<file path="src/rtl/ralu_pkg.sv">
// Shared types and constants for the R-type ALU with register file.
package ralu_pkg;

  // Fixed field widths of the item ports
  localparam int IDX_W = 5;
  localparam int OP_W  = 4;
  localparam int PC_W  = 32;
  localparam int VAL_W = 32;

  // Operation codes
  typedef enum logic [OP_W-1:0] {
    OP_NOR     = 4'd0,
    OP_OR      = 4'd1,
    OP_XOR     = 4'd2,
    OP_AND     = 4'd3,
    OP_NAND    = 4'd4,
    OP_SLT     = 4'd5,
    OP_JR      = 4'd6,
    OP_SLL     = 4'd7,
    OP_SRL     = 4'd8,
    OP_SRA     = 4'd9,
    OP_ADD     = 4'd10,
    OP_SUB     = 4'd11,
    OP_PRELOAD = 4'd12
  } op_t;

  // Controller states
  typedef enum logic {
    ST_IDLE = 1'b0,
    ST_EXEC = 1'b1
  } state_t;

  // Commands from controller to datapath
  typedef struct packed {
    logic accept;   // latch the input word and issue register reads
    logic exec;     // execute, write back and load the result register
    logic retire;   // result register is taken by the sink
  } dp_cmd_t;

  // Status from datapath to controller
  typedef struct packed {
    logic out_full;
  } dp_status_t;

endpackage

</file>
<file path="src/rtl/ralu_ram.sv">
// Generic RAM: one write port, two read ports with registered read data.
module ralu_ram #(
  parameter int WIDTH = 32,
  parameter int DEPTH = 32,
  localparam int AW = (DEPTH > 1) ? $clog2(DEPTH) : 1
) (
  input  logic             clk,
  input  logic             we,
  input  logic [AW-1:0]    waddr,
  input  logic [WIDTH-1:0] wdata,
  input  logic             re,
  input  logic [AW-1:0]    raddr_a,
  input  logic [AW-1:0]    raddr_b,
  output logic [WIDTH-1:0] rdata_a,
  output logic [WIDTH-1:0] rdata_b
);

  logic [WIDTH-1:0] mem [DEPTH];

  always_ff @(posedge clk) begin
    if (we) begin
      mem[waddr] <= wdata;
    end
    if (re) begin
      rdata_a <= mem[raddr_a];
      rdata_b <= mem[raddr_b];
    end
  end

endmodule

</file>
<file path="src/rtl/ralu_ctrl.sv">
// Controller state machine: sequences accept, execute and result hand-off.
module ralu_ctrl (
  input  logic                   clk,
  input  logic                   rst,
  input  logic                   in_valid,
  output logic                   in_stall,
  input  logic                   out_stall,
  input  ralu_pkg::dp_status_t   status,
  output ralu_pkg::dp_cmd_t      cmd
);
  import ralu_pkg::*;

  state_t state, state_next;
  logic   out_free;

  // Result register can take a new word when empty or being drained
  assign out_free = !status.out_full || !out_stall;

  // Next state
  always_comb begin
    state_next = state;
    unique case (state)
      ST_IDLE: begin
        if (in_valid) state_next = ST_EXEC;
      end
      ST_EXEC: begin
        if (out_free) state_next = ST_IDLE;
      end
      default: state_next = ST_IDLE;
    endcase
  end

  always_ff @(posedge clk) begin
    if (rst) begin
      state <= ST_IDLE;
    end else begin
      state <= state_next;
    end
  end

  // Outputs
  always_comb begin
    in_stall   = 1'b1;
    cmd.accept = 1'b0;
    cmd.exec   = 1'b0;
    cmd.retire = status.out_full && !out_stall;
    unique case (state)
      ST_IDLE: begin
        in_stall   = 1'b0;
        cmd.accept = in_valid;
      end
      ST_EXEC: begin
        cmd.exec = out_free;
      end
      default: begin
        in_stall = 1'b1;
      end
    endcase
  end

  // Checks
  a_accept_to_exec: assert property (@(posedge clk) disable iff (rst)
    cmd.accept |=> (state == ST_EXEC))
    else $error("accepted word did not move to execute");

  a_exec_waits: assert property (@(posedge clk) disable iff (rst)
    (state == ST_EXEC) && !cmd.exec |=> (state == ST_EXEC))
    else $error("execute left without writing the result");

  a_no_exec_when_blocked: assert property (@(posedge clk) disable iff (rst)
    cmd.exec |-> !(status.out_full && out_stall))
    else $error("execute overwrote a pending result");

endmodule

</file>
<file path="src/rtl/ralu_datapath.sv">
// Datapath: register file, operand latch, ALU, pc and result register.
module ralu_datapath #(
  parameter int NUM_REGS   = 32,
  parameter int DATA_WIDTH = 32
) (
  input  logic                          clk,
  input  logic                          rst,
  input  ralu_pkg::dp_cmd_t             cmd,
  output ralu_pkg::dp_status_t          status,
  input  logic [ralu_pkg::OP_W-1:0]     operation,
  input  logic [ralu_pkg::IDX_W-1:0]    src_a,
  input  logic [ralu_pkg::IDX_W-1:0]    src_b,
  input  logic [ralu_pkg::IDX_W-1:0]    dest,
  input  logic [ralu_pkg::IDX_W-1:0]    shift_amount,
  input  logic [ralu_pkg::VAL_W-1:0]    preload_value,
  output logic                          written,
  output logic [ralu_pkg::IDX_W-1:0]    written_index,
  output logic [ralu_pkg::VAL_W-1:0]    written_value,
  output logic                          overflow,
  output logic                          jumped,
  output logic [ralu_pkg::PC_W-1:0]     program_counter
);
  import ralu_pkg::*;

  localparam int AW  = (NUM_REGS > 1) ? $clog2(NUM_REGS) : 1;
  localparam int MSB = DATA_WIDTH - 1;

  // Latched instruction word
  op_t                   op_q;
  logic [IDX_W-1:0]      dest_q;
  logic [IDX_W-1:0]      sh_q;
  logic [DATA_WIDTH-1:0] pre_q;
  logic                  a_ok, b_ok;

  logic [NUM_REGS-1:0]   vld;
  logic [DATA_WIDTH-1:0] rd_a, rd_b, a, b, val, sum, diff;
  logic                  wr, ovf, jmp, wr_ok, dest_ok;
  logic                  a_in_range, b_in_range;
  logic [AW-1:0]         raddr_a, raddr_b, waddr;
  logic                  out_full;
  logic [PC_W-1:0]       pc;

  assign raddr_a    = AW'(src_a);
  assign raddr_b    = AW'(src_b);
  assign waddr      = AW'(dest_q);
  assign a_in_range = 32'(src_a) < 32'(NUM_REGS);
  assign b_in_range = 32'(src_b) < 32'(NUM_REGS);
  assign dest_ok    = 32'(dest_q) < 32'(NUM_REGS);

  // Register file storage
  ralu_ram #(.WIDTH(DATA_WIDTH), .DEPTH(NUM_REGS)) u_rf (
    .clk     (clk),
    .we      (cmd.exec && wr_ok),
    .waddr   (waddr),
    .wdata   (val),
    .re      (cmd.accept),
    .raddr_a (raddr_a),
    .raddr_b (raddr_b),
    .rdata_a (rd_a),
    .rdata_b (rd_b)
  );

  // Written-since-reset bits; an unwritten register reads as zero
  always_ff @(posedge clk) begin
    if (rst) begin
      vld <= '0;
    end else if (cmd.exec && wr_ok) begin
      vld[waddr] <= 1'b1;
    end
  end

  // Latch the accepted word
  always_ff @(posedge clk) begin
    if (cmd.accept) begin
      op_q   <= op_t'(operation);
      dest_q <= dest;
      sh_q   <= shift_amount;
      pre_q  <= DATA_WIDTH'(preload_value);
      a_ok   <= a_in_range && vld[raddr_a];
      b_ok   <= b_in_range && vld[raddr_b];
    end
  end

  assign a    = a_ok ? rd_a : '0;
  assign b    = b_ok ? rd_b : '0;
  assign sum  = a + b;
  assign diff = a - b;

  // ALU
  always_comb begin
    val = '0;
    wr  = 1'b0;
    ovf = 1'b0;
    jmp = 1'b0;
    unique case (op_q)
      OP_NOR:     begin val = ~(a | b); wr = 1'b1; end
      OP_OR:      begin val = a | b;    wr = 1'b1; end
      OP_XOR:     begin val = a ^ b;    wr = 1'b1; end
      OP_AND:     begin val = a & b;    wr = 1'b1; end
      OP_NAND:    begin val = ~(a & b); wr = 1'b1; end
      OP_SLT: begin
        val = DATA_WIDTH'($signed(a) < $signed(b));
        wr  = 1'b1;
      end
      OP_JR:      jmp = 1'b1;
      OP_SLL:     begin val = b << sh_q; wr = 1'b1; end
      OP_SRL:     begin val = b >> sh_q; wr = 1'b1; end
      OP_SRA: begin
        val = DATA_WIDTH'($signed(b) >>> sh_q);
        wr  = 1'b1;
      end
      OP_ADD: begin
        val = sum;
        ovf = (a[MSB] == b[MSB]) && (sum[MSB] != a[MSB]);
        wr  = !ovf;
      end
      OP_SUB: begin
        val = diff;
        ovf = (a[MSB] != b[MSB]) && (diff[MSB] != a[MSB]);
        wr  = !ovf;
      end
      OP_PRELOAD: begin val = pre_q; wr = 1'b1; end
      default: begin
        val = '0;
      end
    endcase
  end

  assign wr_ok = wr && dest_ok;

  // Program counter
  always_ff @(posedge clk) begin
    if (rst) begin
      pc <= '0;
    end else if (cmd.exec && jmp) begin
      pc <= PC_W'(a);
    end
  end
  assign program_counter = pc;

  // Result register
  always_ff @(posedge clk) begin
    if (cmd.exec) begin
      written       <= wr_ok;
      written_index <= wr_ok ? dest_q : '0;
      written_value <= wr_ok ? VAL_W'(val) : '0;
      overflow      <= ovf;
      jumped        <= jmp;
    end
  end

  always_ff @(posedge clk) begin
    if (rst) begin
      out_full <= 1'b0;
    end else if (cmd.exec) begin
      out_full <= 1'b1;
    end else if (cmd.retire) begin
      out_full <= 1'b0;
    end
  end
  assign status.out_full = out_full;

  // Checks
  a_exec_fills: assert property (@(posedge clk) disable iff (rst)
    cmd.exec |=> out_full)
    else $error("result register not loaded after execute");

  a_flags_exclusive: assert property (@(posedge clk) disable iff (rst)
    out_full |-> !(written && (overflow || jumped)))
    else $error("write flagged together with overflow or jump");

  a_pc_only_on_jump: assert property (@(posedge clk) disable iff (rst)
    !$past(cmd.exec && jmp) && !$past(rst) |-> $stable(pc))
    else $error("pc changed without a jump");

endmodule

</file>
<file path="src/rtl/rtype_alu_with_register_file.sv">
// Top level: R-type execute unit with register file.
// Executes one R-type word per item against a NUM_REGS x DATA_WIDTH register
// file (all zeros after reset) and a 32-bit pc. An accepted word reads rs and
// rt from the two read ports of the register-file RAM in the idle state and
// executes, writes back and loads the result register in the execute state;
// the registered RAM read is why these are separate, and no new word is taken
// while one is in execute. The next word is taken as soon as the
// previous one has executed, while its result may still wait in the output
// register; execution stalls only when that register is still held. Result
// words carry the write flag, index and value, the overflow and jump flags,
// and the pc after the item. Unused operation codes change nothing.
module rtype_alu_with_register_file #(
  parameter int NUM_REGS   = 32,
  parameter int DATA_WIDTH = 32
) (
  input  logic                          clk,
  input  logic                          rst,
  input  logic                          in_valid,
  output logic                          in_stall,
  input  logic [ralu_pkg::OP_W-1:0]     operation,
  input  logic [ralu_pkg::IDX_W-1:0]    src_a,
  input  logic [ralu_pkg::IDX_W-1:0]    src_b,
  input  logic [ralu_pkg::IDX_W-1:0]    dest,
  input  logic [ralu_pkg::IDX_W-1:0]    shift_amount,
  input  logic [ralu_pkg::VAL_W-1:0]    preload_value,
  output logic                          out_valid,
  input  logic                          out_stall,
  output logic                          written,
  output logic [ralu_pkg::IDX_W-1:0]    written_index,
  output logic [ralu_pkg::VAL_W-1:0]    written_value,
  output logic                          overflow,
  output logic                          jumped,
  output logic [ralu_pkg::PC_W-1:0]     program_counter
);
  import ralu_pkg::*;

  dp_cmd_t    cmd;
  dp_status_t status;

  ralu_ctrl u_ctrl (
    .clk       (clk),
    .rst       (rst),
    .in_valid  (in_valid),
    .in_stall  (in_stall),
    .out_stall (out_stall),
    .status    (status),
    .cmd       (cmd)
  );

  ralu_datapath #(.NUM_REGS(NUM_REGS), .DATA_WIDTH(DATA_WIDTH)) u_dp (
    .clk             (clk),
    .rst             (rst),
    .cmd             (cmd),
    .status          (status),
    .operation       (operation),
    .src_a           (src_a),
    .src_b           (src_b),
    .dest            (dest),
    .shift_amount    (shift_amount),
    .preload_value   (preload_value),
    .written         (written),
    .written_index   (written_index),
    .written_value   (written_value),
    .overflow        (overflow),
    .jumped          (jumped),
    .program_counter (program_counter)
  );

  assign out_valid = status.out_full;

endmodule

</file>
<file path="config.mk">
export PLATFORM = sky130hd
export DESIGN_NAME = rtype_alu_with_register_file
export DESIGN_NICKNAME = d
export VERILOG_FILES = /design/src/rtl/ralu_pkg.sv /design/src/rtl/ralu_ram.sv /design/src/rtl/ralu_ctrl.sv /design/src/rtl/ralu_datapath.sv /design/src/rtl/rtype_alu_with_register_file.sv
export SDC_FILE = /design/constraint.sdc
export NUM_CORES = 2
export LEC_CHECK = 0
export BUFFER_PORTS_ARGS = -buffer_cell sky130_fd_sc_hd__buf_2
export CORE_MARGIN = 1
export CORE_UTILIZATION = 55
export CTS_CLUSTER_SIZE = 24
export DETAILED_ROUTE_END_ITERATION = 8
export GPL_TIMING_DRIVEN = 0
export PLACE_DENSITY = 0.7
export SETUP_SLACK_MARGIN = 0.1
export SLEW_MARGIN = 10
export SYNTH_ARGS = -nofsm -noshare
export SYNTH_HDL_FRONTEND = slang
export SYNTH_SLANG_ARGS = --single-unit
export TNS_END_PERCENT = 20
</file>
<file path="constraint.sdc">
create_clock -name clk -period 17.3 [get_ports clk]
set_input_delay 2.595 -clock clk [delete_from_list [all_inputs] [get_ports clk]]
set_output_delay 2.595 -clock clk [all_outputs]
set_load 0.01 [all_outputs]
</file>
# Word level (Yosys, flattened, before mapping)
# Memories as Yosys holds them, arrays and structs flattened. A register that Yosys moved wholly into a read port is not among the register bits.
# Cells that the tools add are included.
[totals] regBits=154 mem_bits_rw=1024 n_memories=1
[classes] add_sub_neg=2 order_cmp=5 n_eq_ne=16 n_shift=3 n_mux=22 n_bitwise=7 n_reduce_logical=14
[memory_table] name="u_dp.u_rf.mem" depth=32 word_bits=32 rd=2 rd_ports_with_merged_regs=2 write_ports=1 line_no="ralu_ram.sv:18" text="logic [WIDTH-1:0] mem [DEPTH];"
[ops] cell="$pmux 32 s12" n=1
[ops] cell="$mux 32" n=2
[ops] cell="$not 32->32" n=2
[ops] cell="$or 32x32->32" n=2
[ops] cell="$add 32x32->32" n=1
[ops] cell="$and 32x32->32" n=1
[ops] cell="$lt 32x32->1" n=1
[ops] cell="$shl 32x5->32" n=1
[ops] cell="$shr 32x5->32" n=1
[ops] cell="$sshr 32x5->32" n=1
[ops] cell="$sub 32x32->32" n=1
[ops] cell="$xor 32x32->32" n=1
[ops] cell="$eq 4x4->1 const B" n=5
[ops] cell="$lt 5x6->1 const B" n=3
[ops] cell="$eq 4x3->1 const B" n=4
[ops] cell="$mux 1" n=13
[ops] cell="$bmux 1 s5" n=2
[ops] cell="$reduce_or 10->1" n=1
[ops] cell="$eq 4x2->1 const B" n=2
[ops] cell="$logic_and 1x1->1" n=6
[ops] cell="$demux 1 s5" n=1
[ops] cell="$ge 5x1->1 const B" n=1
[ops] cell="$eq 4x1->1 const B" n=1
[ops] cell="$logic_not 1->1" n=4
[ops] cell="8 further kinds" n=11

# Longest topological paths before layout
[depth] ltp_word=9 ltp_mapped=20 ltp_nobuf=13

# Modules after synthesis
# Synthesis repeated with hierarchy kept, for this count alone.
[hier_totals] cells_unflattened=5524 hier_area_um2=67305.8
[modules_own_cells] module="ralu_ram" n_inst=1 cells_per_inst=3450 area_each_um2=50711.1
[modules_own_cells] module="ralu_datapath" n_inst=1 cells_per_inst=2067 area_each_um2=16527.1
[modules_own_cells] module="ralu_ctrl" n_inst=1 cells_per_inst=7 area_each_um2=67.6

# Worst setup path after synthesis
# OpenSTA, ideal clock, no wires.
[synth_timing] path_type="input-to-reg" startpoint="input port in_valid" endpoint="register u_dp.a_ok, enable pin" setup_ns=0.596 arrival_ns=7.460 path_slack_ns=9.244 cell_stages=1 path_buffers=0 path_cell_list="nor2b_1"
[synth_between] elab_chain_len=1
[synth_rtl] item="start: declaration" line_no="rtype_alu_with_register_file.sv:18" text="input logic in_valid,"
[synth_rtl] item="$mux 1" line_no="ralu_ctrl.sv:47" text="unique case (state)"
[synth_rtl] item="end signal: assignment" line_no="ralu_datapath.sv:79" text="a_ok <= a_in_range && vld[raddr_a];"
[synth_rtl] item="end: declaration" line_no="ralu_datapath.sv:33" text="logic a_ok, b_ok;"
# Every way passes these cells.
# A chain may end at the register's enable or synchronous reset.

# Worst setup path in the final report
[layout_timing] startpoint="register u_dp.b_ok" endpoint="memory u_dp.u_rf.mem[12][21], enable pin"
[layout_between] elab_chain_len=9 word_cells_on_any_way=15 classes_between="add/sub: 2; eq/ne: 4; mux: 4; reduce/logical: 5"
[layout_rtl] item="start: declaration" line_no="ralu_datapath.sv:33"
[layout_rtl] item="start signal: assignment" line_no="ralu_datapath.sv:80" text="b_ok <= b_in_range && vld[raddr_b];"
[layout_rtl] item="$mux 32 (*)" line_no="ralu_datapath.sv:85" text="assign b = b_ok ? rd_b : '0;"
[layout_rtl] item="$sub 32x32->32 / $add 32x32->32 (equally long branches)" line_no="ralu_datapath.sv:87, ralu_datapath.sv:86"
[layout_rtl] item="$ne 1x1->1 (on tied branches)" line_no="ralu_datapath.sv:119, ralu_datapath.sv:114"
[layout_rtl] item="$logic_and 1x1->1 (on tied branches)" line_no="ralu_datapath.sv:119, ralu_datapath.sv:114"
[layout_rtl] item="$logic_not 1->1 (on tied branches)" line_no="ralu_datapath.sv:120, ralu_datapath.sv:115"
[layout_rtl] item="$pmux 1 s3 (*)" line_no="ralu_datapath.sv:95" text="unique case (op_q)"
[layout_rtl] item="$logic_and 1x1->1 (*)" line_no="ralu_datapath.sv:53" text=".we (cmd.exec && wr_ok),"
[layout_rtl] item="$mux 1 (*)" line_no="ralu_ram.sv:21" text="if (we) begin"
[layout_rtl] item="$mux 1 (implied by the code) (*)" line_no="ralu_ram.sv:22" text="mem[waddr] <= wdata;"
[layout_rtl] item="end: declaration" line_no="ralu_ram.sv:18"
# Mark *: on every way between the ends. The rest lies on a longest branch, timed or not.

==> reports/metrics.yaml <==
status:
  outcome: "finished, final reports clean"
timing:
  tightest_slew_ns: 1.411
  hold_violations: 0
  setup_viol: 0
  post-route-period-util_pct: 54.82
  fmax_mhz: 105.4
  skew_ns: 0.03716
  final_period_minus_worst_setup_slack_ns: 9.484
  setup_tns_ns: 0
  drv_slew: 0
  slew_headroom_pct: 5.951
  rsz0062_at_grt: "false"
clock_network:
  clock_sinks: 1242
  post_cts_buffers: 0
  worstSkewPairLatency_ns: 0.80
  clk_pin_slew_ns: 0.07
  clockBufferDepth: 3
  tritoncts: "done"
  numCtsBuffers: 130
  ctsResizeCount: 0
  root_buffer: "clkbuf_16"
  cts_max_level: 4
  cts-hold-fix-buffers: 0
hold_path:
  hp-class: "reg2reg"
power_and_ir_drop:
  p_sw_mw: 2.095
  p_int_mw: 5.386
  p_total_mw: 7.481
  p_sw_share_pct: 28.00
  power.density_nw_per_um2: 100.5
  p_leak_nw: 24.73
  seqPwrFrac_pct: 46.9
  irDropWorstVdd_mv: 0.1164
  clkPwrFrac_pct: 37.1
  power_frac_comb_pct: 16.1
floorplanning:
  rows: 126
  num_io_pins: 134
  die_area_um2: 120500
  die_x_um: 347.2
  coreArea_um2: 118100
  die_y_um: 347.2
  start_util_pct: 55.50
global_route:
  antenna_found_initial: 16
  grt_first_pass_wirelength_mm: 361.9
  overflow: 0
  grt_pass1_vias: 45340
  grt_max_degree: 34
  grt_use_total_pct: 44.32
synth:
  ys_types: 97
  yosysSeqAreaShare_pct: 55.90
  synth.top_cell.area_share_pct: 53.88
  synth_top_area_cell: "edfxtp_1"
  yosys_warnings: 0
  synth_area_um2: 65540
  synth_edf_count: 1176
  ys_ff_latch: 1242
  avgSynthCellArea_um2: 16.07
  postSynthCellCount: 4078
  ys.flop_type: "edfxtp_1"
  synthArstFlopShare_pct: 0
  synth_fp_nets: 4242
  synth.top_cells.by_area: "edfxtp_1, mux4_2, dfxtp_1"
critical_path:
  slowest_delay_ns: 0.89
  worst_setup_path_end_kind: "flip-flop"
  crit_fanout: 10
  cpMostUsedCell: "clkbuf_1"
  critical_path_class: "reg2reg"
  cp.required_ns: 17.78
  cp_cell_sequence: "clkbuf_1 -> buf_2 -> buf_1 -> clkbuf_1 -> clkbuf_1 -> clkbuf_1 -> and2_1 -> inv_1 -> ha_1 -> clkbuf_1 -> inv_1 -> a21oi_1 -> nand2_1 -> o22ai_1 -> o41a_1 -> o21ai_4 -> a211oi_1 -> nor2_4 -> buf_2 -> nor3_2 -> buf_4 -> buf_4 -> buf_6"
  startpoint_type: "flip-flop"
  worstPathArrival_ns: 9.97
  crit_slowest_cell: "nor3_2"
placement:
  placed_area_um2: 70160
  portBuffers: 123
  dp_hpwl_mm: 195.1
  gp_congestion: 1.059
final_layout:
  final_common_cell: "edfxtp_1"
  fin_area_um2: 74410
  fillers: 8382
  fin_nets: 4678
  area_growth_pct: 13.54
  mostFrequentLayoutCells: "edfxtp_1, mux4_2, nand2_1, clkbuf_1, a21oi_1"
  drive_gt1_share_pct: 31.58
  post-route-util_pct: 63.02
route:
  drt-pass1-iter-count: 9
  route.detailed.drc: 0
  drtIter0Drc: 8181
  wl_per_cell_um: 43.17
  antenna_left: 0
  totalWireLength_mm: 266.0
  dr_total_vias: 47010
  vias_per_cell: 7.629
flow_run:
  maxCapViolations: 0
-- cell type report --
cell class | instances | area, um^2 | area share [%]
plain buffers | 329 | 1381 | 1.856
well taps | 1536 | 1922 | 2.583
flip-flops and latches | 1242 | 36640 | 49.23
diodes | 13 | 32.53 | 0.04372
clock buffers | 158 | 3453 | 4.641
inverters | 134 | 503.0 | 0.6759
repair buffers | 304 | 2419 | 3.250
multi-input cells | 2373 | 27350 | 36.76
clock inverters | 73 | 711.9 | 0.9568
-- sequential cells by signal (all words and copies together), names as in the netlist, 32 cells and up --
register              flops
u_dp.u_rf.mem          1024
u_dp.pre_q               32
u_dp.program_counter     32
u_dp.u_rf.rdata_a        32
u_dp.u_rf.rdata_b        32
u_dp.vld                 32
u_dp.written_value       32
-- metrics by stage --
stage | hold slack [ns] | cells | setup WS, ns
2_1_floorplan | 0.4407 | 4078 | 9.244
3_3_place_gp | 0.4433 | 5737 | 3.445
3_5_place_dp | 0.4435 | 5917 | 8.287
4_1_cts | 0.4508 | 6148 | 8.266
5_1_grt | 0.4713 | 6150 | 7.890
6_report | 0.4483 | 6162 | 7.816
-- worst max-delay path: cells and delay by family (launching register included) --
kind                       cells  cell delay (ns)
and+or+nand+nor                4             1.61
buffers and inverters         13             4.98
adders and majority gates      1             0.30
AOI/OAI and AO/OA              5             1.58
DFF                            1             0.67
-- cells in the mapped netlist, drive strengths merged, types with 11 or more instances --
| library cell | number |
|---|---|
| edfxtp | 1176 |
| mux4 | 698 |
| nand2 | 240 |
| clkbuf | 206 |
| a21oi | 172 |
| inv | 127 |
| nor2 | 124 |
| buf | 123 |
| mux2 | 106 |
| ha | 102 |
| o21ai | 97 |
| nor3 | 71 |
| dfxtp | 66 |
| nand3 | 62 |
| o22ai | 50 |
| and2 | 43 |
| mux2i | 39 |
| a22oi | 35 |
| o211ai | 33 |
| a211oi | 31 |
| and3 | 29 |
| a31oi | 28 |
| xor2 | 28 |
| nor2b | 27 |
| nand2b | 26 |
| a21o | 25 |
| o31ai | 25 |
| o32ai | 24 |
| or3 | 17 |
| a221oi | 15 |
| o21bai | 15 |
| o221ai | 14 |
| o22a | 14 |
| nor4 | 13 |
| a32oi | 12 |
| a21boi | 11 |
| nand4 | 11 |
-- power groups by stage --
stage,combinational (mW),sequential [mW],clock [mW]
floorplan,0.648,3.54,0
detailed placement,1.14,3.57,0
CTS,1.15,3.50,2.78
finish,1.20,3.51,2.77
global route,1.22,3.50,2.88
global placement,1.10,3.58,0
-- logic make-up (layout without fill, tap and decap cells) --
logic type      count (synthesis)  after routing  share of synthesized area (%)
other cells                     0             13                              0
compound gates                699            699                          7.338
simple gates                  695            695                          5.093
mux                           843            843                          26.40
flops                        1242           1242                          55.90
xor+xnor                       32             32                         0.4276
fa+ha+maj                     104            104                          2.008
buf+inv                       463            998                          2.833
-- path summary, 6_finish.rpt --
check,startpoint,end,slack [ns],cells after the start
max reg2reg,u_dp.b_ok,u_dp.u_rf.mem[12][21],7.82,23
min,u_dp.program_counter[24],u_dp.program_counter[24],0.45,2
max,u_dp.b_ok,u_dp.u_rf.mem[12][21],7.82,23
min reg2reg,u_dp.program_counter[24],u_dp.program_counter[24],0.45,2
-- layer usage --
layer  GRT usage [%]  routed length [um]  vias up
li1                -                   -    17800
met1           57.00               90800    23780
met2           66.43              117700     4403
met3           12.75               35710     1018
met4           28.54               21770       12
met5               0                  73        -
Note: power is estimated with default switching activity, not from simulation.
